--- src/design/cds_pkg.sv ---
// ----------------------------------------------------------------------------
// cds_pkg
// Shared widths, codes, configuration record and helpers for the
// critically damped spring step block.
// ----------------------------------------------------------------------------
`default_nettype none

package cds_pkg;

    localparam int FRAC_BITS  = 16;

    localparam int FUNC_W     = 2;
    localparam int SHOTS_W    = 24;
    localparam int POS_W      = 23;
    localparam int VEL_W      = 26;
    localparam int COEF_W     = 18;
    localparam int GAIN_W     = 18;
    localparam int THR_W      = 16;
    localparam int CFG_DATA_W = 23;
    localparam int CFG_IDX_W  = 3;

    localparam int PROD_W     = COEF_W + VEL_W;
    localparam int SUM_W      = PROD_W + 1;
    localparam int FIRE_W     = POS_W + GAIN_W;

    typedef enum logic [FUNC_W-1:0] {
        FUNC_TICK  = 2'd0,
        FUNC_FIRE  = 2'd1,
        FUNC_CLEAR = 2'd2
    } func_t;

    typedef enum logic [CFG_IDX_W-1:0] {
        CFG_KICK_GAIN      = 3'd0,
        CFG_COEF_POS_POS   = 3'd1,
        CFG_COEF_POS_VEL   = 3'd2,
        CFG_COEF_VEL_POS   = 3'd3,
        CFG_COEF_VEL_VEL   = 3'd4,
        CFG_MAX_AMPLITUDE  = 3'd5,
        CFG_REST_THRESHOLD = 3'd6
    } cfg_idx_t;

    typedef struct packed {
        logic        [GAIN_W-1:0] kick_gain;
        logic signed [COEF_W-1:0] coef_pos_pos;
        logic signed [COEF_W-1:0] coef_pos_vel;
        logic signed [COEF_W-1:0] coef_vel_pos;
        logic signed [COEF_W-1:0] coef_vel_vel;
        logic        [POS_W-1:0]  max_amplitude;
        logic        [THR_W-1:0]  rest_threshold;
    } cfg_t;

    localparam logic        [GAIN_W-1:0] KICK_GAIN_RST      = 18'd59382;
    localparam logic signed [COEF_W-1:0] COEF_POS_POS_RST   = 18'sd62611;
    localparam logic signed [COEF_W-1:0] COEF_POS_VEL_RST   = 18'sd46959;
    localparam logic signed [COEF_W-1:0] COEF_VEL_POS_RST   = -18'sd5218;
    localparam logic signed [COEF_W-1:0] COEF_VEL_VEL_RST   = 18'sd31306;
    localparam logic        [POS_W-1:0]  MAX_AMPLITUDE_RST  = 23'd262144;
    localparam logic        [THR_W-1:0]  REST_THRESHOLD_RST = 16'd7;

    // saturate a wide signed sum to the velocity range
    function automatic logic signed [VEL_W-1:0] sat_vel(input logic signed [SUM_W-1:0] v);
        logic signed [VEL_W-1:0] r;
        if (v[SUM_W-1:VEL_W-1] == '0 || v[SUM_W-1:VEL_W-1] == '1)
        begin
            r = v[VEL_W-1:0];
        end
        else if (v[SUM_W-1])
        begin
            r = {1'b1, {(VEL_W-1){1'b0}}};
        end
        else
        begin
            r = {1'b0, {(VEL_W-1){1'b1}}};
        end
        return r;
    endfunction

endpackage

`default_nettype wire

--- src/design/cds_cfg_regs.sv ---
// ----------------------------------------------------------------------------
// cds_cfg_regs
// Configuration register file, write-only, indexed.
// ----------------------------------------------------------------------------
`default_nettype none

module cds_cfg_regs (
    input  wire logic                             clk,
    input  wire logic                             rst_n,
    input  wire logic                             cfg_we,
    input  wire logic [cds_pkg::CFG_IDX_W-1:0]    cfg_index,
    input  wire logic [cds_pkg::CFG_DATA_W-1:0]   cfg_data,
    output cds_pkg::cfg_t                         cfg
);
    import cds_pkg::*;

    cfg_t cfg_reg;
    cfg_t cfg_next;

    always_comb
    begin
        cfg_next = cfg_reg;
        if (cfg_we)
        begin
            case (cfg_idx_t'(cfg_index))
                CFG_KICK_GAIN:      cfg_next.kick_gain      = cfg_data[GAIN_W-1:0];
                CFG_COEF_POS_POS:   cfg_next.coef_pos_pos   = signed'(cfg_data[COEF_W-1:0]);
                CFG_COEF_POS_VEL:   cfg_next.coef_pos_vel   = signed'(cfg_data[COEF_W-1:0]);
                CFG_COEF_VEL_POS:   cfg_next.coef_vel_pos   = signed'(cfg_data[COEF_W-1:0]);
                CFG_COEF_VEL_VEL:   cfg_next.coef_vel_vel   = signed'(cfg_data[COEF_W-1:0]);
                CFG_MAX_AMPLITUDE:  cfg_next.max_amplitude  = cfg_data[POS_W-1:0];
                CFG_REST_THRESHOLD: cfg_next.rest_threshold = cfg_data[THR_W-1:0];
                default:            ;
            endcase
        end
    end

    always_ff @(posedge clk or negedge rst_n)
    begin
        if (!rst_n)
        begin
            cfg_reg.kick_gain      <= KICK_GAIN_RST;
            cfg_reg.coef_pos_pos   <= COEF_POS_POS_RST;
            cfg_reg.coef_pos_vel   <= COEF_POS_VEL_RST;
            cfg_reg.coef_vel_pos   <= COEF_VEL_POS_RST;
            cfg_reg.coef_vel_vel   <= COEF_VEL_VEL_RST;
            cfg_reg.max_amplitude  <= MAX_AMPLITUDE_RST;
            cfg_reg.rest_threshold <= REST_THRESHOLD_RST;
        end
        else
        begin
            cfg_reg <= cfg_next;
        end
    end

    assign cfg = cfg_reg;

endmodule

`default_nettype wire

--- config.mk ---
export PLATFORM = sky130hd
export DESIGN_NAME = cds_cfg_regs
export DESIGN_NICKNAME = d
export VERILOG_FILES = /design/src/design/cds_pkg.sv /design/src/design/cds_cfg_regs.sv
export SDC_FILE = /design/constraint.sdc
export NUM_CORES = 1
export LEC_CHECK = 0
export ABC_AREA = 1
export BUFFER_PORTS_ARGS = -buffer_cell sky130_fd_sc_hd__buf_2
export CAP_MARGIN = 20
export CORE_MARGIN = 2
export CORE_UTILIZATION = 46
export CTS_CLUSTER_SIZE = 12
export DETAILED_ROUTE_END_ITERATION = 7
export HOLD_SLACK_MARGIN = 0.15
export PLACE_DENSITY = 0.79
export SLEW_MARGIN = 20
export SYNTH_ARGS = -nofsm -noshare
export SYNTH_HDL_FRONTEND = slang
export SYNTH_SLANG_ARGS = --single-unit
--- constraint.sdc ---
create_clock -name clk -period 0.8 [get_ports clk]
set_input_delay 0.16 -clock clk [delete_from_list [all_inputs] [get_ports clk]]
set_output_delay 0.16 -clock clk [all_outputs]
set_load 0.03 [all_outputs]
==> results.json, run 1 <==
{
  "first_iter_violations": 342,
  "clock_path_buffers": 2,
  "slew_viol_final": 0,
  "largest_register_ffs": 129,
  "via_per_inst": 5.20,
  "die_area_sq_um": 12000,
  "synth_warnings": 0,
  "slowest_stage": "dfstp_2",
  "route.antenna.remaining_nets": 0,
  "yosysSeqAreaShare_pct": 64.6,
  "powerDensity_nw_per_um2": 2910,
  "grt_pass1_wl_um": 26300,
  "slowest_delay_ns": 0.56,
  "finalCritPeriodShare_pct": 173,
  "syn_to_final_growth_pct": 64.9,
  "ys_ff_latch": 129,
  "vias": 5116,
  "start_kind": "flip-flop",
  "cts-root-buf": "clkbuf_8",
  "fmax_ghz": 0.724,
  "drv_cap": 0,
  "path_buf_inv": 1,
  "multiInputGateArea_sq_um": 1730,
  "setup_viol": 148,
  "io_pins": 158,
  "dpl.cell_count": 871,
  "die_width_um": 109,
  "drcViolationCount": 0,
  "final_nets": 860,
  "grt_max_degree": 44,
  "status": "finished with violations",
  "reg2reg_depth": 4,
  "firstDrtPassIters": 5,
  "synth_largest_area_cell": "dfrtp_1",
  "hpwlAfterDp_um": 10400,
  "netlist.area_leader.share_pct": 34.8,
  "required_ns": 0.64,
  "ff_latch_area_sq_um": 3300,
  "rsz0062_at_grt": "yes",
  "slew_headroom_pct": 70.3,
  "fin_crit_ns": 1.38,
  "worstPathArrival_ns": 1.22,
  "syn_nets": 598,
  "path_max_fanout": 2,
  "hold_buffers": 24,
  "path_cells": "buf_6",
  "cts_htree_levels": 4,
  "place.port_buffers": 157,
  "cts_inserted_buffers": 17,
  "diodes": 0,
  "cts_tree": "built",
  "avgSynthCellArea_sq_um": 8.98,
  "violations": "setup timing",
  "r2r_start": "cfg[120]",
  "final.setup_skew_ns": 0,
  "leakagePower_nw": 4.43,
  "path_clk_slew_ns": 0.06,
  "wirelength_um": 18300,
  "worstSkewPairLatency_ns": 0.52,
  "ir_drop_mv": 1.57,
  "rr_endpoint": "cfg[120]",
  "initial_core_util_pct": 47.1,
  "finalHoldViolations": 0,
  "gp_congestion": 0.867,
  "holdCritPathClass": "input port to async pin",
  "antenna_found_initial": 0,
  "critPathKind": "flip-flop to output pin",
  "layout.cells.non_filler": 984,
  "synth_cell_types": 12,
  "grt_overflow": 0,
  "die_h_um": 109,
  "syn_area_sq_um": 5110,
  "fill_cells": 618,
  "max_slew.worst_pin.slew_ns": 0.444,
  "rrSetupSlack_ns": -0.13,
  "grt.total_usage_pct": 29.7,
  "core_area_sq_um": 10800,
  "fp-row-count": 38,
  "grt_pass1_vias": 5117,
  "synthCells": 569,
  "worstSetupEndpointType": "output pin",
  "synth.area.top_cells": "dfrtp_1 35%, dfstp_2 30%, nand2_1 24%",
  "cts_sinks": 129,
  "setup_ws_ns": -0.580,
  "final_util_pct": 77.7,
  "path_delay_family": "flip-flops",
  "drive_gt1_share_pct": 43.0,
  "wl_per_cell_um": 18.6
}
[placed cells by master, fill, tap and decap left out]
master	count
nand2_2	22
buf_6	141
nor2_1	2
buf_12	11
buf_2	27
clkbuf_8	1
bufinv_16	1
buf_4	68
clkinv_2	6
nand2_4	4
nand2_1	301
nor2_2	2
nand3_1	72
clkbuf_1	7
nor2_4	3
clkbuf_16	16
inv_1	4
inv_2	2
dfstp_2	58
dlygate4sd3_1	24
clkinv_4	1
dfrtp_1	71
[power by group]
part | leakage [nW] | total, mW | internal (mW) | switching, mW
clock | 0.254 | 6.76 | 4.08 | 2.67
combinational | 2.68 | 8.51 | 3.82 | 4.68
sequential | 1.50 | 9.25 | 8.18 | 1.07
total | 4.43 | 24.5 | 16.1 | 8.43
[area by class of cell]
class | count | area share [%]
clock buffers | 24 | 5.23
clock inverters | 8 | 0.817
inverters | 6 | 0.267
multi-input cells | 406 | 20.5
flip-flops and latches | 129 | 39.2
well taps | 140 | 2.08
repair buffers | 271 | 32.0
[timing repair]
action	4_1_cts	5_1_grt
pin swaps	0	14
gates resized for setup	258	33
gates cloned	0	0
buffers inserted	31	30
endpoints found under the hold margin	258	3
setup endpoints to repair	129	146
[Yosys cell counts]
| master | n |
|---|---|
| buf_6 | 2 |
| nand2_1 | 323 |
| buf_2 | 19 |
| buf_4 | 4 |
| inv_1 | 6 |
| nor2_2 | 2 |
| dfrtp_1 | 71 |
| nand3_1 | 72 |
| nor2_1 | 5 |
| dfstp_2 | 58 |
| nand2_2 | 4 |
| clkbuf_1 | 3 |
[per-stage QoR]
stage / TNS (ns) / worst slack [ns] / hold slack (ns) / area (sq um) / total power [mW]
finish: -63.17 / -0.580 / 0.0549 / 8430 / 24.5
global route: -67.35 / -0.611 / 0.0400 / 8430 / 25.4
CTS: -63.43 / -0.591 / 0.0371 / 8130 / 23.7
detailed placement: -40.67 / -0.419 / 0.0292 / 6340 / 14.7
global placement: -37.33 / -0.336 / 0.0251 / 6340 / 14.6
floorplan: -3.42 / -0.126 / -0.136 / 5240 / 12.6
[per-layer routing]
| metal | wire [um] | vias to the layer above | GRT usage [%] | share of wire (%) |
|---|---|---|---|---|
| li1 | - | 2299 | - | - |
| met1 | 7120 | 2507 | 35.6 | 39 |
| met2 | 9380 | 262 | 50.2 | 51 |
| met3 | 1260 | 48 | 8.24 | 6.9 |
| met4 | 548 | 0 | 12.7 | 3.0 |
| met5 | 0 | - | 0 | 0 |
[worst max path at each step]
stage / startpoint / to / slack [ns] / cells past startpoint
2_1_floorplan: cfg_index[0] / cfg[101] / -0.13 / 7
3_3_place_gp: cfg_index[1] / cfg[91] / -0.34 / 7
3_5_place_dp: cfg_index[1] / cfg[86] / -0.42 / 7
4_1_cts: cfg[93] / cfg[93] / -0.59 / 1
5_1_grt: cfg[84] / cfg[84] / -0.61 / 1
6_report: cfg[120] / cfg[120] / -0.58 / 1
[kinds of logic after synthesis]
| logic type | after synthesis | synth area share (%) |
|---|---|---|
| DFF | 129 | 64.6 |
| and+or+nand+nor | 406 | 31.9 |
| buffers and inverters | 34 | 3.55 |
(Power assumes the default switching activity.)
==> inputs of run 2 (changes only) <==
- CORE_UTILIZATION: 46 -> 51
- CTS_CLUSTER_DIAMETER: unset -> 40
- PLACE_DENSITY: 0.79 -> 0.83
- clock period: 0.8 -> 1.55 ns (I/O delays scaled with it)
==> results.json, run 2 (same netlist as run 1, synthesis figures left out) <==
{
  "status": "completed",
  "route.antenna.remaining_nets": 0,
  "fp-row-count": 36,
  "path_cells": "buf_6",
  "core_area_sq_um": 9730,
  "setup_viol": 0,
  "finalCritPeriodShare_pct": 98.8,
  "die_area_sq_um": 10800,
  "initial_core_util_pct": 52.5,
  "clock_path_buffers": 2,
  "cts-root-buf": "clkbuf_8",
  "hpwlAfterDp_um": 9750,
  "grtUsageMet1_pct": 34.9,
  "die_width_um": 104,
  "grt_util_met2_pct": 48.3,
  "cp.depth": 1,
  "io_pins": 158,
  "cts_htree_levels": 4,
  "finalPower_mw": 11.7,
  "max_slew.worst_pin.slew_ns": 0.345,
  "final_cell_mix": "323 x nand2_1, 98 x buf_2, 72 x nand3_1, 71 x dfrtp_1, 58 x dfstp_2",
  "powerDensity_nw_per_um2": 1630,
  "largest_register_ffs": 129,
  "path_clk_slew_ns": 0.06,
  "slowest_stage": "dfstp_2",
  "reg2reg_depth": 3,
  "worstPathArrival_ns": 1.22,
  "start_kind": "flip-flop",
  "p_int_mw": 7.62,
  "first_iter_violations": 336,
  "vias": 4776,
  "place_area_sq_um": 6110,
  "wirelength_um": 15600,
  "design_area_sq_um": 7190,
  "fin_crit_ns": 1.53,
  "holdCritPathClass": "input port to async pin",
  "grt-busiest-layer": "met2",
  "pwr-share-clk_pct": 32.6,
  "wl_per_cell_um": 17.2,
  "drv_cap": 0,
  "grt_pass1_vias": 4788,
  "diodes": 0,
  "final_common_cell": "nand2_1",
  "path_delay_family": "flip-flops",
  "firstDrtPassIters": 5,
  "fin_tns_setup_ns": 0,
  "leakagePower_nw": 3.90,
  "drcViolationCount": 0,
  "slew_headroom_pct": 76.9,
  "place.port_buffers": 157,
  "cts_sinks": 129,
  "worstSetupEndpointType": "output pin",
  "critPathKind": "flip-flop to output pin",
  "gp_congestion": 0.833,
  "grtUsageMet3_pct": 8.71,
  "cts_inserted_buffers": 17,
  "ir_drop_mv": 1.00,
  "slew_viol_final": 0,
  "required_ns": 1.24,
  "finalHoldViolations": 0,
  "antenna_found_initial": 0,
  "grt_max_degree": 51,
  "grt_overflow": 0,
  "swShare_pct": 35.0,
  "path_max_fanout": 2,
  "rsz0062_at_grt": "yes",
  "die_h_um": 104,
  "p_comb_share_pct": 27.8,
  "holdWs_ns": 0.229,
  "final_nets": 790,
  "path_buf_inv": 1,
  "slowest_delay_ns": 0.57,
  "grt_pass1_wl_um": 24400,
  "power_frac_seq_pct": 39.7,
  "fmax_ghz": 0.653,
  "worstSkewPairLatency_ns": 0.51,
  "p_switching_mw": 4.10,
  "syn_to_final_growth_pct": 40.7,
  "cts_tree": "built",
  "final.setup_skew_ns": 0,
  "grt.total_usage_pct": 29.3,
  "drive_gt1_share_pct": 35.3,
  "via_per_inst": 5.27
}
[run 2: path summary, 6_finish.rpt]
check / from / to / slack (ns)
max in group asynchronous: rst_n / cfg[1] / 0.69
min in group clk: cfg_we / cfg[112] / 0.23
hold / removal: rst_n / cfg[29] / 0.23
hold reg to reg: cfg[88] / cfg[88] / 0.46
setup / recovery: cfg[61] / cfg[61] / 0.02
setup reg to reg: cfg[107] / cfg[107] / 0.70
[run 2: final cells by class]
type,instances,area [sq um]
clock buffers,22,483
clock inverters,10,100
fillers,679,2540
inverters,6,22.5
multi-input cells,406,1640
flip-flops and latches,129,3300
well taps,133,166
repair buffers,201,1480
[run 2: through the flow]
stage	worst slack (ns)	instances	utilization, %
2_1_floorplan	0.397	569	-
3_3_place_gp	0.169	849	62.8
3_5_place_dp	0.101	849	62.8
4_1_cts	0.00262	906	72.9
5_1_grt	-0.0129	907	73.9
6_report	0.0185	907	73.9
[run 2: timing repair]
| action | in CTS | in global routing |
|---|---|---|
| buffers inserted | 0 | 1 |
| pin swaps | 0 | 0 |
| endpoints found under the hold margin | 198 | 0 |
| setup endpoints to repair | 58 | 25 |
| hold buffers | 25 | 0 |
| resized for setup | 58 | 25 |
[run 2: routing by layer]
| layer | share of wire [%] | vias to the layer above |
|---|---|---|
| met1 | 37 | 2302 |
| met3 | 9.6 | 43 |
| met2 | 51 | 277 |
| met5 | 0 | - |
| li1 | - | 2154 |
| met4 | 2.7 | 0 |
[run 2: power by group through the flow]
| stage | Clock [mW] | Combinational, mW | Sequential [mW] |
|---|---|---|---|
| CTS | 3.85 | 3.16 | 4.60 |
| global route | 4.01 | 3.45 | 4.71 |
| finish | 3.82 | 3.25 | 4.65 |
| global placement | 0 | 2.87 | 4.58 |
| floorplan | 0 | 0.600 | 5.90 |
| detailed placement | 0 | 2.94 | 4.61 |
==> inputs of run 3 (changes only) <==
- PLACE_DENSITY: 0.83 -> 0.86
==> results.json, run 3 (same netlist as run 1, synthesis figures left out) <==
{
  "power_frac_seq_pct": 38.6,
  "wirelength_um": 15400,
  "gp_congestion": 0.859,
  "core_area_sq_um": 9730,
  "worstSetupEndpointType": "output pin",
  "hpwlAfterDp_um": 9600,
  "die_h_um": 104,
  "slowest_stage": "dfstp_2",
  "syn_to_final_growth_pct": 41.1,
  "io_pins": 158,
  "grt_overflow": 0,
  "ir_drop_mv": 0.979,
  "powerDensity_nw_per_um2": 1660,
  "diodes": 0,
  "finalHoldViolations": 0,
  "path_delay_family": "flip-flops",
  "drive_gt1_share_pct": 34.9,
  "vias": 4686,
  "required_ns": 1.24,
  "cts_tree": "built",
  "path_buf_inv": 1,
  "final_common_cell": "nand2_1",
  "p_switching_mw": 4.02,
  "cts_inserted_buffers": 17,
  "cts_htree_levels": 4,
  "die_width_um": 104,
  "start_kind": "flip-flop",
  "final_cell_mix": "323 x nand2_1, 98 x buf_2, 72 x nand3_1, 71 x dfrtp_1, 58 x dfstp_2",
  "via_per_inst": 5.17,
  "final_nets": 789,
  "path_clk_slew_ns": 0.06,
  "grt_pass1_wl_um": 23300,
  "clock_path_buffers": 2,
  "p_comb_share_pct": 27.2,
  "slew_headroom_pct": 76.8,
  "cts-root-buf": "clkbuf_8",
  "finalCritPeriodShare_pct": 98.3,
  "finalPower_mw": 12.0,
  "fp-row-count": 36,
  "path_cells": "buf_4",
  "wl_per_cell_um": 17.0,
  "grt_max_degree": 53,
  "place_area_sq_um": 6100,
  "firstDrtPassIters": 5,
  "grt_pass1_vias": 4549,
  "leakagePower_nw": 3.91,
  "design_area_sq_um": 7210,
  "fin_crit_ns": 1.52,
  "route.antenna.remaining_nets": 0,
  "status": "completed",
  "antenna_found_initial": 0,
  "place.port_buffers": 157,
  "slew_viol_final": 0,
  "largest_register_ffs": 129,
  "p_int_mw": 7.95,
  "fmax_ghz": 0.656,
  "path_max_fanout": 2,
  "critPathKind": "flip-flop to output pin",
  "setup_ws_ns": 0.0264,
  "max_slew.worst_pin.slew_ns": 0.348,
  "grt.total_usage_pct": 28.0,
  "setup_viol": 0,
  "die_area_sq_um": 10800,
  "initial_core_util_pct": 52.5,
  "swShare_pct": 33.6,
  "pwr-share-clk_pct": 34.2,
  "holdCritPathClass": "input port to flip-flop",
  "fin_tns_setup_ns": 0,
  "cts_sinks": 129,
  "first_iter_violations": 403,
  "rsz0062_at_grt": "yes",
  "dpl_worst_slack_ns": 0.100,
  "worstSkewPairLatency_ns": 0.52,
  "final.setup_skew_ns": 0,
  "worstPathArrival_ns": 1.21,
  "drv_cap": 0,
  "drcViolationCount": 0,
  "slowest_delay_ns": 0.54
}
==> run 3: power by group through the flow <==
stage	registers, mW	logic [mW]	clock network, mW
6_report	4.62	3.26	4.09
2_1_floorplan	5.90	0.600	0
5_1_grt	4.69	3.44	4.26
4_1_cts	4.58	3.16	4.11
3_5_place_dp	4.60	2.94	0
3_3_place_gp	4.58	2.87	0
==> run 3: area by class of cell <==
| cell class | instances | area [sq um] |
|---|---|---|
| timing repair buffer | 200 | 1480 |
| sequential | 129 | 3300 |
| multi-input combinational | 406 | 1640 |
| tap | 133 | 166 |
| inverter | 6 | 22.5 |
| fill | 688 | 2520 |
| clock buffer | 21 | 449 |
| clock inverter | 11 | 160 |
==> run 3: final timing paths <==
path | from | to | slack (ns) | depth (start not counted)
max in group asynchronous | rst_n | cfg[78] | 0.70 | 3
max | cfg[108] | cfg[108] | 0.03 | 1
min reg2reg | cfg[97] | cfg[97] | 0.46 | 2
max reg2reg | cfg[90] | cfg[90] | 0.73 | 3
min | cfg_we | cfg[113] | 0.21 | 5
min in group asynchronous | rst_n | cfg[12] | 0.24 | 2
==> run 3: metrics by stage <==
| step | cells | util, % | hold slack, ns |
|---|---|---|---|
| after global routing | 906 | 74.1 | 0.209 |
| after detailed placement | 848 | 62.7 | 0.238 |
| after floorplan | 569 | - | 0.0144 |
| after global placement | 848 | 62.7 | 0.233 |
| final | 906 | 74.1 | 0.206 |
| after CTS | 905 | 73.1 | 0.185 |
==> run 3: timing repair <==
action	in CTS	in global routing
gates cloned	0	0
gates resized for setup	58	25
hold buffers	25	0
hold endpoints to repair	200	0
setup endpoints to repair	58	25
buffers inserted	0	1
==> run 3: per-layer routing <==
layer	routed length (um)	part of all wire [%]	global-route usage [%]
met1	5980	39	35.4
met2	7800	51	46.9
met3	1360	8.9	7.39
met4	242	1.6	9.94
met5	0	0	0
